===== src/design/aes_cbc_ram.sv =====
`default_nettype none
module aes_cbc_ram #(
  parameter int unsigned WIDTH = 32,
  parameter int unsigned DEPTH = 15
) (
  input  wire logic                     clk,
  input  wire logic                     we,
  input  wire logic [$clog2(DEPTH)-1:0] waddr,
  input  wire logic [WIDTH-1:0]         wdata,
  input  wire logic [$clog2(DEPTH)-1:0] raddr,
  output logic      [WIDTH-1:0]         rdata
);
  logic [WIDTH-1:0] mem [DEPTH];

  always_ff @(posedge clk) begin
    if (we) begin
      mem[waddr] <= wdata;
    end
    rdata <= mem[raddr];
  end
endmodule
`default_nettype wire


===== config.mk =====
export PLATFORM = sky130hd
export DESIGN_NAME = aes_cbc_ram
export DESIGN_NICKNAME = d
export VERILOG_FILES = /design/src/design/aes_cbc_ram.sv
export SDC_FILE = /design/constraint.sdc
export NUM_CORES = 1
export LEC_CHECK = 0
export ABC_AREA = 1
export BUFFER_PORTS_ARGS = -buffer_cell sky130_fd_sc_hd__buf_2
export CAP_MARGIN = 10
export CORE_MARGIN = 2
export CORE_UTILIZATION = 46
export CTS_BUF_LIST = sky130_fd_sc_hd__clkbuf_2 sky130_fd_sc_hd__clkbuf_4 sky130_fd_sc_hd__clkbuf_8
export DETAILED_ROUTE_END_ITERATION = 10
export MAX_ROUTING_LAYER = met4
export PLACE_DENSITY_LB_ADDON = 0.3
export RECOVER_POWER = 50
export SYNTH_ARGS = -nofsm -noshare
export SYNTH_HDL_FRONTEND = slang
export SYNTH_SLANG_ARGS = --single-unit
export TNS_END_PERCENT = 10

===== constraint.sdc =====
create_clock -name clk -period 2.8 [get_ports clk]
set_input_delay 0.28 -clock clk [delete_from_list [all_inputs] [get_ports clk]]
set_output_delay 0.28 -clock clk [all_outputs]
set_load 0.02 [all_outputs]

==> results.cfg <==
[outcome]
outcome = completed

[place]
gp_congestion = 0.767
placed_area_um2 = 21800
dp_hpwl_um = 24600
port_buffers = 73
placed_cells = 2492
pre_cts_slack_ns = 0.808

[die]
pin_count = 74
initial_core_util = 0.467
chipWidth_um = 216
rows = 77
die_area_um2 = 46800
chipHeight_um = 216
core_area_um2 = 44400

[global_routing]
grt_max_degree = 151
first_global_vias = 13200
antenna_found_initial = 3
grt_pass1_wl_um = 74300
grtUsageTotal = 0.214
grt.overflow.total = 0

[clock_network]
cts_tree = built
clock-sinks = 512
clockBufferDepth = 3
htree_num_levels = 3
cts_made_buffers = 83
cts-root-buf = clkbuf_8
clkLatencyLatePin_ns = 0.62
clkTransAtPathRegs_ns = 0.06

[critical_path]
critPathLaunchType = input port
path_max_fanout = 25
crit_top_cell = nor2_1
critPathArrivalTime_ns = 1.88
crit_slowest_cell = nor2_1
worstSetupEndpointType = flop
rr_worst_depth = 8
crit_chain = clkbuf_1, inv_1, nor2_1, nand2_1, nor2_1, buf_12
crit_path_max_incr_delay_ns = 0.79
worstPathRequired_ns = 3.10
path_class = input port to flop

[timing]
rsz0062_at_grt = no
finalSetupViolCount = 0
slew_viol_final = 0
clock.fmax_mhz = 636
slew-limit-headroom = 0.252
finalHoldViolCount = 0
setup_ws_ns = 1.23
worst_pin_slew_ns = 1.12
fin_crit_ns = 1.57
finClkSkew_ns = 0.0287
tns_ns = 0
final.period_utilization = 0.562

[logic_synthesis]
synth_compound_area_frac = 0
ys_warn_count = 0
synth_mux_area_frac = 0
synthSimpleGateAreaFrac = 0.216
synth_top_family_by_area = simple AND/OR/NAND/NOR gates
synth_fa_ha_area_frac = 0
yosys.area.top_type = edfxtp_1
yosysUniqueCellTypes = 14
yosysSeqAreaShare = 0.726
synthCells = 1888
synth-seq-cells = 512
synthTopCellsByArea = edfxtp_1, nand2_1, nand3_1
avgSynthCellArea_um2 = 11.0
synth_nets = 1930
netlist_area_um2 = 20700
synth_top_area_frac = 0.695
synth_xor_area_frac = 0

[power]
pwr-share-clk = 0.398
ir_drop_uv = 431
powerDensity_nw_per_um2 = 682
p_int_mw = 12.4
leakagePower_nw = 9.61
netSwitchingFraction = 0.226
seq_power_share = 0.537
switchingPower_mw = 3.63
power_frac_comb = 0.064

[routing]
drc = 0
via_count = 13400
ant_nets = 0
wl_per_cell_um = 18.0
drt-initial-drc-count = 1106
dr.pass1.iters = 5
drt-total-wl_um = 47700
via_per_inst = 5.05

[layout]
fin_area_um2 = 23500
final_nets = 2039
seqCellArea_um2 = 15100
utilization = 0.530
fillers = 3774
drive_gt1_frac = 0.109
instances_no_fill = 2652
multiInputGateArea_um2 = 4560
syn_to_final_growth_pct = 13.4

[min_path]
whs_path_depth = 3
min_path_type = input port to flop

[flow_run]
cap_violations = 0
-- synthesized netlist by cell type --
cell type	number
nand2_1	814
inv_2	1
nor2_1	29
nand3_1	264
edfxtp_1	480
inv_1	168
inv_4	2
buf_8	1
buf_2	48
buf_6	11
clkbuf_1	18
buf_1	10
buf_4	10
dfxtp_1	32
-- flip-flops by register name, indices dropped and copies added, names as in the netlist --
signal and flops:
rdata 32, mem 480
-- worst max-delay path, delay by kind of cell --
kind / cells / cell delay, ns
AND/OR/NAND/NOR: 3 / 1.08
buffers and inverters: 3 / 0.51
-- what timing repair did --
action | 4_1_cts | 5_1_grt
setup buffers | 0 | 0
resized for setup | 0 | 0
endpoints found under the hold margin | 121 | 0
hold buffers | 12 | 0
-- layer usage --
| metal | up-vias | GRT usage | part of all wire |
|---|---|---|---|
| met5 | - | - | 0 |
| met4 | 0 | 0.0685 | 0.020 |
| met3 | 77 | 0.0452 | 0.072 |
| met2 | 446 | 0.336 | 0.47 |
| met1 | 6437 | 0.280 | 0.44 |
| li1 | 6439 | - | - |
-- worst paths after layout --
path	from	end	slack, ns
worst max-delay path	waddr[3]	mem[11][27]$_DFFE_PP_	1.23
worst min-delay path	raddr[3]	rdata[8]$_DFF_P_	0.15
worst max register to register	mem[11][26]$_DFFE_PP_	rdata[26]$_DFF_P_	1.73
worst min register to register	mem[14][16]$_DFFE_PP_	rdata[16]$_DFF_P_	0.61
-- through the flow --
stage	total power [mW]	hold WS, ns
5_1_grt	16.6	0.123
3_5_place_dp	9.80	0.603
6_report	16.0	0.146
2_1_floorplan	9.40	0.379
4_1_cts	16.2	0.000859
3_3_place_gp	9.79	0.582
-- placed cells by master, fill, tap and decap left out --
cell / Yosys / routed
nand2_1: 814 / 814
edfxtp_1: 480 / 480
nand3_1: 264 / 264
inv_1: 168 / 167
clkbuf_8: 0 / 96
clkbuf_1: 18 / 36
buf_2: 48 / 36
clkbuf_4: 0 / 34
dfxtp_1: 32 / 32
buf_4: 10 / 26
nor2_1: 29 / 19
dlygate4sd3_1: 0 / 12
buf_12: 0 / 11
nor2_4: 0 / 10
clkinv_1: 0 / 8
clkinv_2: 0 / 6
diode_2: 0 / 3
clkinvlp_4: 0 / 2
inv_6: 0 / 1
inv_4: 2 / 1
inv_2: 1 / 1
buf_6: 11 / 1
-- area by class of cell --
type / instances / area share
flip-flops and latches: 512 / 0.640
multi-input cells: 1107 / 0.194
clock buffers: 130 / 0.0670
repair buffers: 122 / 0.0366
well taps: 592 / 0.0315
inverters: 171 / 0.0276
clock inverters: 15 / 0.00303
diodes: 3 / 0.000319
-- power groups by stage --
stage	registers, mW	logic [mW]	clock network (mW)
floorplan	8.84	0.563	0
global placement	8.77	1.02	0
detailed placement	8.77	1.03	0
CTS	8.61	1.05	6.51
global route	8.63	1.15	6.85
finish	8.62	1.03	6.39
-- logic make-up after synthesis --
kind of cell,Yosys count
flops,512
buf+inv,269
simple gates,1107
No activity file was read; power rests on OpenSTA's default activity.
