==> config.mk <==
export PLATFORM = sky130hd
export DESIGN_NAME = aes_cbc_kexp
export DESIGN_NICKNAME = d
export VERILOG_FILES = /design/src/design/aes_cbc_pkg.sv /design/src/design/aes_cbc_kexp.sv
export SDC_FILE = /design/constraint.sdc
export NUM_CORES = 1
export LEC_CHECK = 0
export BUFFER_PORTS_ARGS = -buffer_cell sky130_fd_sc_hd__clkbuf_2
export CAP_MARGIN = 0
export CORE_ASPECT_RATIO = 0.75
export CORE_MARGIN = 1
export CORE_UTILIZATION = 36
export CTS_CLUSTER_SIZE = 28
export DETAILED_ROUTE_END_ITERATION = 7
export PLACE_DENSITY = 0.53
export SYNTH_ARGS = -nofsm -noshare
export SYNTH_HDL_FRONTEND = slang
export SYNTH_SLANG_ARGS = --single-unit
==> constraint.sdc <==
create_clock -name clk -period 8.54 [get_ports clk]
set_input_delay 0.427 -clock clk [delete_from_list [all_inputs] [get_ports clk]]
set_output_delay 0.427 -clock clk [all_outputs]
set_load 0.005 [all_outputs]
==> src/design/aes_cbc_pkg.sv <==
`default_nettype none
package aes_cbc_pkg;

  typedef struct packed {
    logic [63:0] block_high;
    logic [63:0] block_low;
  } in_item_t;

  typedef struct packed {
    logic [63:0] result_high;
    logic [63:0] result_low;
  } out_item_t;

  typedef struct packed {
    logic        we;
    logic [1:0]  col;
    logic [3:0]  row;
    logic [31:0] data;
  } rk_wr_t;

  localparam int unsigned RK_COLS = 4;
  localparam int unsigned RK_ROWS = 15;
  localparam int unsigned CFG_IDX_W = 3;

  localparam logic [CFG_IDX_W-1:0] REG_KEY_SIZE  = 3'd0;
  localparam logic [CFG_IDX_W-1:0] REG_DIRECTION = 3'd1;
  localparam logic [CFG_IDX_W-1:0] REG_KEY_WORD0 = 3'd2;
  localparam logic [CFG_IDX_W-1:0] REG_KEY_WORD1 = 3'd3;
  localparam logic [CFG_IDX_W-1:0] REG_KEY_WORD2 = 3'd4;
  localparam logic [CFG_IDX_W-1:0] REG_KEY_WORD3 = 3'd5;
  localparam logic [CFG_IDX_W-1:0] REG_IV_HIGH   = 3'd6;
  localparam logic [CFG_IDX_W-1:0] REG_IV_LOW    = 3'd7;

  localparam logic [7:0] GF_POLY = 8'h1B;

  localparam logic [7:0] FWD_SBOX [256] = '{
    8'h63,8'h7C,8'h77,8'h7B,8'hF2,8'h6B,8'h6F,8'hC5,8'h30,8'h01,8'h67,8'h2B,8'hFE,8'hD7,8'hAB,8'h76,
    8'hCA,8'h82,8'hC9,8'h7D,8'hFA,8'h59,8'h47,8'hF0,8'hAD,8'hD4,8'hA2,8'hAF,8'h9C,8'hA4,8'h72,8'hC0,
    8'hB7,8'hFD,8'h93,8'h26,8'h36,8'h3F,8'hF7,8'hCC,8'h34,8'hA5,8'hE5,8'hF1,8'h71,8'hD8,8'h31,8'h15,
    8'h04,8'hC7,8'h23,8'hC3,8'h18,8'h96,8'h05,8'h9A,8'h07,8'h12,8'h80,8'hE2,8'hEB,8'h27,8'hB2,8'h75,
    8'h09,8'h83,8'h2C,8'h1A,8'h1B,8'h6E,8'h5A,8'hA0,8'h52,8'h3B,8'hD6,8'hB3,8'h29,8'hE3,8'h2F,8'h84,
    8'h53,8'hD1,8'h00,8'hED,8'h20,8'hFC,8'hB1,8'h5B,8'h6A,8'hCB,8'hBE,8'h39,8'h4A,8'h4C,8'h58,8'hCF,
    8'hD0,8'hEF,8'hAA,8'hFB,8'h43,8'h4D,8'h33,8'h85,8'h45,8'hF9,8'h02,8'h7F,8'h50,8'h3C,8'h9F,8'hA8,
    8'h51,8'hA3,8'h40,8'h8F,8'h92,8'h9D,8'h38,8'hF5,8'hBC,8'hB6,8'hDA,8'h21,8'h10,8'hFF,8'hF3,8'hD2,
    8'hCD,8'h0C,8'h13,8'hEC,8'h5F,8'h97,8'h44,8'h17,8'hC4,8'hA7,8'h7E,8'h3D,8'h64,8'h5D,8'h19,8'h73,
    8'h60,8'h81,8'h4F,8'hDC,8'h22,8'h2A,8'h90,8'h88,8'h46,8'hEE,8'hB8,8'h14,8'hDE,8'h5E,8'h0B,8'hDB,
    8'hE0,8'h32,8'h3A,8'h0A,8'h49,8'h06,8'h24,8'h5C,8'hC2,8'hD3,8'hAC,8'h62,8'h91,8'h95,8'hE4,8'h79,
    8'hE7,8'hC8,8'h37,8'h6D,8'h8D,8'hD5,8'h4E,8'hA9,8'h6C,8'h56,8'hF4,8'hEA,8'h65,8'h7A,8'hAE,8'h08,
    8'hBA,8'h78,8'h25,8'h2E,8'h1C,8'hA6,8'hB4,8'hC6,8'hE8,8'hDD,8'h74,8'h1F,8'h4B,8'hBD,8'h8B,8'h8A,
    8'h70,8'h3E,8'hB5,8'h66,8'h48,8'h03,8'hF6,8'h0E,8'h61,8'h35,8'h57,8'hB9,8'h86,8'hC1,8'h1D,8'h9E,
    8'hE1,8'hF8,8'h98,8'h11,8'h69,8'hD9,8'h8E,8'h94,8'h9B,8'h1E,8'h87,8'hE9,8'hCE,8'h55,8'h28,8'hDF,
    8'h8C,8'hA1,8'h89,8'h0D,8'hBF,8'hE6,8'h42,8'h68,8'h41,8'h99,8'h2D,8'h0F,8'hB0,8'h54,8'hBB,8'h16
  };

  localparam logic [7:0] REV_SBOX [256] = '{
    8'h52,8'h09,8'h6A,8'hD5,8'h30,8'h36,8'hA5,8'h38,8'hBF,8'h40,8'hA3,8'h9E,8'h81,8'hF3,8'hD7,8'hFB,
    8'h7C,8'hE3,8'h39,8'h82,8'h9B,8'h2F,8'hFF,8'h87,8'h34,8'h8E,8'h43,8'h44,8'hC4,8'hDE,8'hE9,8'hCB,
    8'h54,8'h7B,8'h94,8'h32,8'hA6,8'hC2,8'h23,8'h3D,8'hEE,8'h4C,8'h95,8'h0B,8'h42,8'hFA,8'hC3,8'h4E,
    8'h08,8'h2E,8'hA1,8'h66,8'h28,8'hD9,8'h24,8'hB2,8'h76,8'h5B,8'hA2,8'h49,8'h6D,8'h8B,8'hD1,8'h25,
    8'h72,8'hF8,8'hF6,8'h64,8'h86,8'h68,8'h98,8'h16,8'hD4,8'hA4,8'h5C,8'hCC,8'h5D,8'h65,8'hB6,8'h92,
    8'h6C,8'h70,8'h48,8'h50,8'hFD,8'hED,8'hB9,8'hDA,8'h5E,8'h15,8'h46,8'h57,8'hA7,8'h8D,8'h9D,8'h84,
    8'h90,8'hD8,8'hAB,8'h00,8'h8C,8'hBC,8'hD3,8'h0A,8'hF7,8'hE4,8'h58,8'h05,8'hB8,8'hB3,8'h45,8'h06,
    8'hD0,8'h2C,8'h1E,8'h8F,8'hCA,8'h3F,8'h0F,8'h02,8'hC1,8'hAF,8'hBD,8'h03,8'h01,8'h13,8'h8A,8'h6B,
    8'h3A,8'h91,8'h11,8'h41,8'h4F,8'h67,8'hDC,8'hEA,8'h97,8'hF2,8'hCF,8'hCE,8'hF0,8'hB4,8'hE6,8'h73,
    8'h96,8'hAC,8'h74,8'h22,8'hE7,8'hAD,8'h35,8'h85,8'hE2,8'hF9,8'h37,8'hE8,8'h1C,8'h75,8'hDF,8'h6E,
    8'h47,8'hF1,8'h1A,8'h71,8'h1D,8'h29,8'hC5,8'h89,8'h6F,8'hB7,8'h62,8'h0E,8'hAA,8'h18,8'hBE,8'h1B,
    8'hFC,8'h56,8'h3E,8'h4B,8'hC6,8'hD2,8'h79,8'h20,8'h9A,8'hDB,8'hC0,8'hFE,8'h78,8'hCD,8'h5A,8'hF4,
    8'h1F,8'hDD,8'hA8,8'h33,8'h88,8'h07,8'hC7,8'h31,8'hB1,8'h12,8'h10,8'h59,8'h27,8'h80,8'hEC,8'h5F,
    8'h60,8'h51,8'h7F,8'hA9,8'h19,8'hB5,8'h4A,8'h0D,8'h2D,8'hE5,8'h7A,8'h9F,8'h93,8'hC9,8'h9C,8'hEF,
    8'hA0,8'hE0,8'h3B,8'h4D,8'hAE,8'h2A,8'hF5,8'hB0,8'hC8,8'hEB,8'hBB,8'h3C,8'h83,8'h53,8'h99,8'h61,
    8'h17,8'h2B,8'h04,8'h7E,8'hBA,8'h77,8'hD6,8'h26,8'hE1,8'h69,8'h14,8'h63,8'h55,8'h21,8'h0C,8'h7D
  };

  function automatic logic [7:0] xt(input logic [7:0] b);
    xt = {b[6:0], 1'b0} ^ (b[7] ? GF_POLY : 8'h00);
  endfunction

  function automatic logic [31:0] sub_word(input logic [31:0] w);
    sub_word = {FWD_SBOX[w[31:24]], FWD_SBOX[w[23:16]], FWD_SBOX[w[15:8]], FWD_SBOX[w[7:0]]};
  endfunction

  function automatic logic [31:0] mix_fwd(input logic [31:0] w);
    logic [7:0] a0, a1, a2, a3;
    a0 = w[31:24];
    a1 = w[23:16];
    a2 = w[15:8];
    a3 = w[7:0];
    mix_fwd = {xt(a0) ^ xt(a1) ^ a1 ^ a2 ^ a3,
               a0 ^ xt(a1) ^ xt(a2) ^ a2 ^ a3,
               a0 ^ a1 ^ xt(a2) ^ xt(a3) ^ a3,
               xt(a0) ^ a0 ^ a1 ^ a2 ^ xt(a3)};
  endfunction

  function automatic logic [31:0] mix_inv(input logic [31:0] w);
    logic [7:0] a  [4];
    logic [7:0] m2 [4];
    logic [7:0] m4 [4];
    logic [7:0] m8 [4];
    logic [7:0] m9 [4];
    logic [7:0] mb [4];
    logic [7:0] md [4];
    logic [7:0] me [4];
    for (int k = 0; k < 4; k++) begin
      a[k]  = w[31-8*k -: 8];
      m2[k] = xt(a[k]);
      m4[k] = xt(m2[k]);
      m8[k] = xt(m4[k]);
      m9[k] = m8[k] ^ a[k];
      mb[k] = m8[k] ^ m2[k] ^ a[k];
      md[k] = m8[k] ^ m4[k] ^ a[k];
      me[k] = m8[k] ^ m4[k] ^ m2[k];
    end
    mix_inv = {me[0] ^ mb[1] ^ md[2] ^ m9[3],
               m9[0] ^ me[1] ^ mb[2] ^ md[3],
               md[0] ^ m9[1] ^ me[2] ^ mb[3],
               mb[0] ^ md[1] ^ m9[2] ^ me[3]};
  endfunction

  function automatic logic [127:0] enc_round(input logic [127:0] s, input logic [127:0] rk,
                                             input logic last);
    logic [127:0] t;
    logic [127:0] m;
    for (int c = 0; c < 4; c++) begin
      for (int r = 0; r < 4; r++) begin
        t[127-8*(4*c+r) -: 8] = FWD_SBOX[s[127-8*(4*((c+r)%4)+r) -: 8]];
      end
    end
    for (int c = 0; c < 4; c++) begin
      m[127-32*c -: 32] = last ? t[127-32*c -: 32] : mix_fwd(t[127-32*c -: 32]);
    end
    enc_round = m ^ rk;
  endfunction

  function automatic logic [127:0] dec_round(input logic [127:0] s, input logic [127:0] rk,
                                             input logic last);
    logic [127:0] t;
    logic [127:0] m;
    for (int c = 0; c < 4; c++) begin
      for (int r = 0; r < 4; r++) begin
        t[127-8*(4*((c+r)%4)+r) -: 8] = REV_SBOX[s[127-8*(4*c+r) -: 8]];
      end
    end
    t = t ^ rk;
    for (int c = 0; c < 4; c++) begin
      m[127-32*c -: 32] = last ? t[127-32*c -: 32] : mix_inv(t[127-32*c -: 32]);
    end
    dec_round = m;
  endfunction

endpackage
`default_nettype wire

==> src/design/aes_cbc_kexp.sv <==
`default_nettype none
module aes_cbc_kexp
  import aes_cbc_pkg::*;
(
  input  wire logic         clk,
  input  wire logic         rst_n,
  input  wire logic         start,
  input  wire logic [1:0]   ks,
  input  wire logic [255:0] key,
  output logic              done,
  output rk_wr_t            wr
);
  logic        active_r, active_nxt;
  logic [5:0]  i_r, i_nxt;
  logic [2:0]  m_r, m_nxt;
  logic [7:0]  rc_r, rc_nxt;
  logic [31:0] win_r [8];
  logic [3:0]  nk;
  logic [5:0]  last_i;
  logic [31:0] prev, t, word;

  always_comb begin
    unique case (ks)
      2'd0:    begin nk = 4'd4; last_i = 6'd43; end
      2'd1:    begin nk = 4'd6; last_i = 6'd51; end
      default: begin nk = 4'd8; last_i = 6'd59; end
    endcase
    prev   = win_r[nk[2:0] - 3'd1];
    t      = win_r[0];
    rc_nxt = rc_r;
    if (m_r == 3'd0) begin
      t      = sub_word({win_r[0][23:0], win_r[0][31:24]}) ^ {rc_r, 24'h0};
      rc_nxt = xt(rc_r);
    end else if (nk == 4'd8 && m_r == 3'd4) begin
      t = sub_word(win_r[0]);
    end
    if (i_r < {2'b00, nk}) begin
      word   = key[255 - 32*i_r[2:0] -: 32];
      rc_nxt = rc_r;
    end else begin
      word = prev ^ t;
    end
    m_nxt      = (m_r == nk[2:0] - 3'd1) ? 3'd0 : m_r + 3'd1;
    i_nxt      = i_r + 6'd1;
    active_nxt = active_r && (i_r != last_i);
    if (start) begin
      active_nxt = 1'b1;
      i_nxt      = 6'd0;
      m_nxt      = 3'd0;
      rc_nxt     = 8'h01;
    end
  end

  assign wr.we   = active_r;
  assign wr.col  = i_r[1:0];
  assign wr.row  = i_r[5:2];
  assign wr.data = word;
  assign done    = active_r && (i_r == last_i);

  always_ff @(posedge clk) begin
    if (!rst_n) begin
      active_r <= 1'b0;
    end else begin
      active_r <= active_nxt;
    end
    i_r  <= i_nxt;
    m_r  <= m_nxt;
    rc_r <= rc_nxt;
    if (active_r) begin
      win_r[0] <= word;
      for (int k = 1; k < 8; k++) begin
        win_r[k] <= win_r[k-1];
      end
    end
  end
endmodule
`default_nettype wire

==> impl_metrics.json <==
{
  "cp-start-kind": "register",
  "root_buffer": "clkbuf_16",
  "crit_fanout": 34,
  "dpl.hpwl_um": 87700,
  "finalClockSkew_ps": 24.3,
  "tns_ps": 0,
  "worst_pin_slew_ps": 1180,
  "drv_slew": 0,
  "cts_tree": "yes",
  "antenna_found_initial": 8,
  "drc": 0,
  "insertion_delay_ps": 580,
  "leakage_nw": 10.5,
  "die-area_um2": 75300,
  "cts_inserted_buffers": 30,
  "vias": 27561,
  "die_y_um": 238,
  "hold_viol": 0,
  "routedWlPerCell_um": 31.0,
  "post_cts_buffers": 0,
  "p_total_w": 0.00578,
  "start_util_pct": 36.4,
  "ys_async_sr_fraction_pct": 0,
  "area_growth_pct": 10.1,
  "power_density_nw_per_um2": 197,
  "fin_util_pct": 40.1,
  "arrival_ps": 5850,
  "synth_cells": 3002,
  "min_path_type": "primary input to register",
  "port_buffers": 300,
  "io_pins": 301,
  "critPathKind": "register to output pin",
  "synth_area_per_cell_um2": 8.90,
  "core_area_um2": 73400,
  "syn_area_um2": 26700,
  "ys_warn_count": 0,
  "ys_ff_latch": 274,
  "synth-edff-count": 256,
  "synth_ff_type": "edfxtp_1",
  "cts.sinks": 274,
  "grt_max_degree": 133,
  "drt_iter0_markers": 4156,
  "maxCapViolCount": 0,
  "placed_cell_area_um2": 28400,
  "slew_headroom_pct": 19.3,
  "rsz0062_at_grt": "no",
  "status": "complete, no violations",
  "die-width_um": 317,
  "multiInputGateArea_um2": 16900,
  "clockBufferDepth": 3,
  "rows": 86,
  "crit_path_end_kind": "output pin",
  "synth_cell_types": 106,
  "final_nets": 3397,
  "synth_nets": 3328,
  "clk_pin_slew_ps": 60,
  "stdcell_area_um2": 29400,
  "clock.fmax_mhz": 159,
  "ff_latch_area_um2": 8060,
  "grt_pass1_wl_um": 182000,
  "grt.overflow.total": 0,
  "ys_seq_area_share_pct": 30.1,
  "route.antenna.remaining_nets": 0,
  "ir_worst_vdd_mv": 0.150,
  "firstDrtPassIters": 6,
  "wl_um": 126000,
  "cts-resized-gates": 0,
  "viasPerCell": 6.78,
  "grt_pass1_vias": 25668,
  "period_needed_ps": 6280,
  "setup_viol_count_final": 0,
  "track_usage_pct": 32.4,
  "required_ps": 8110,
  "timing.final.crit_share_pct": 73.5,
  "gp_congestion": 1.01,
  "holdBufCountCts": 0,
  "cts.htree.levels": 1,
  "drive_gt1_share_pct": 19.6,
  "fillers": 7412
}
## placed cells by master, fill, tap and decap left out, drive strengths merged, types with 31 or more instances in the layout
| master | synthesis | final |
|---|---|---|
| a311oi | 36 | 36 |
| and2 | 33 | 33 |
| nand2b | 97 | 97 |
| o211ai | 48 | 48 |
| nor3 | 101 | 101 |
| o311ai | 36 | 36 |
| nand3 | 93 | 93 |
| nor2b | 112 | 112 |
| ha | 65 | 65 |
| nor2 | 232 | 232 |
| a21oi | 176 | 176 |
| o21ai | 197 | 197 |
| edfxtp | 256 | 256 |
| a31oi | 66 | 66 |
| a211oi | 50 | 50 |
| mux4 | 108 | 108 |
| clkbuf | 171 | 334 |
| nand2 | 211 | 211 |
| inv | 44 | 46 |
| a221oi | 31 | 31 |
| mux2i | 94 | 94 |
| buf | 165 | 73 |
## where the power goes
part	leakage [nW]	total (W)	switching (W)	internal, W
sequential	2.59	0.00167	0.0000826	0.00159
combinational	7.49	0.00281	0.00188	0.000932
clock	0.473	0.00131	0.000556	0.000751
total	10.5	0.00578	0.00251	0.00327
## worst max-delay path: stages (launching register included)
cell	delay [ps]
edfxtp_1	320
buf_4	380
clkinv_1	500
ha_1	580
nor2_1	800
nor2_1	110
mux4_2	480
a221oi_1	390
nor3_1	130
a221oi_2	700
a211oi_1	180
nor3_1	470
clkbuf_2	210
## logic make-up after synthesis
family / after synthesis / share of synthesized area [%]
AO/OA/AOI/OAI: 974 / 25.7
multiplexers: 220 / 13.4
adder cells (fa/ha/maj): 65 / 3.04
buffers and inverters: 389 / 6.70
flip-flops: 274 / 30.1
AND/OR/NAND/NOR: 1054 / 20.2
XOR/XNOR: 26 / 0.853
## state kept, by name (all words and copies together), names as in the netlist
register,count
rc_r,8
win_r,256
m_r,3
active_r,1
i_r,6
## worst paths after layout
path	startpoint	endpoint	slack, ps	depth (start not counted)
max	win_r[0][0]	wr[8]	2260	12
min	rst_n	active_r	150	2
max reg2reg	win_r[0][0]	win_r[0][8]	3210	11
min reg2reg	win_r[6][16]	win_r[7][16]	410	0
## synthesized netlist by cell type, types with 25 or more instances
| library cell | instances | area, µm² |
|---|---|---|
| inv_1 | 42 | 158 |
| o211ai_1 | 48 | 360 |
| buf_2 | 115 | 576 |
| clkbuf_1 | 170 | 638 |
| a21o_1 | 25 | 188 |
| a21oi_1 | 174 | 871 |
| nand3_1 | 93 | 465 |
| nor3_1 | 100 | 500 |
| ha_1 | 65 | 813 |
| a221oi_1 | 27 | 236 |
| nand4_1 | 26 | 163 |
| mux2i_1 | 94 | 941 |
| nand2_1 | 210 | 788 |
| nand2b_1 | 95 | 594 |
| o31ai_1 | 29 | 218 |
| a31oi_1 | 66 | 413 |
| o21ai_0 | 192 | 961 |
| edfxtp_1 | 256 | 7690 |
| mux4_2 | 108 | 2430 |
| o311ai_0 | 34 | 298 |
| nor2_1 | 226 | 848 |
| a211oi_1 | 49 | 368 |
| nor2b_1 | 112 | 701 |
| a311oi_1 | 36 | 315 |
| and2_1 | 31 | 194 |
## final cells by class
type	instances	share of cell area, %
multi-input combinational	2339	57.4
inverter	53	0.676
tap	968	4.12
timing repair buffer	373	7.05
clock inverter	20	0.625
antenna	4	0.0340
clock buffer	34	2.68
sequential	274	27.4
## layer usage
layer  track usage (%)  vias to the layer above  share of wire (%)
met3              9.04                      329                 12
met4              10.9                        4                3.9
met1              47.4                    13493                 43
li1                  -                    11819                  -
met5                 0                        -              0.024
met2              45.2                     1916                 41
## per-stage QoR
step	hold slack [ps]	worst slack (ps)	cells
final	154	2260	4065
after CTS	111	2330	4061
after floorplan	400	1410	3002
after global placement	401	2880	4007
after global routing	119	2130	4062
after detailed placement	405	2980	4007
Note: power is estimated with default switching activity, not from simulation.
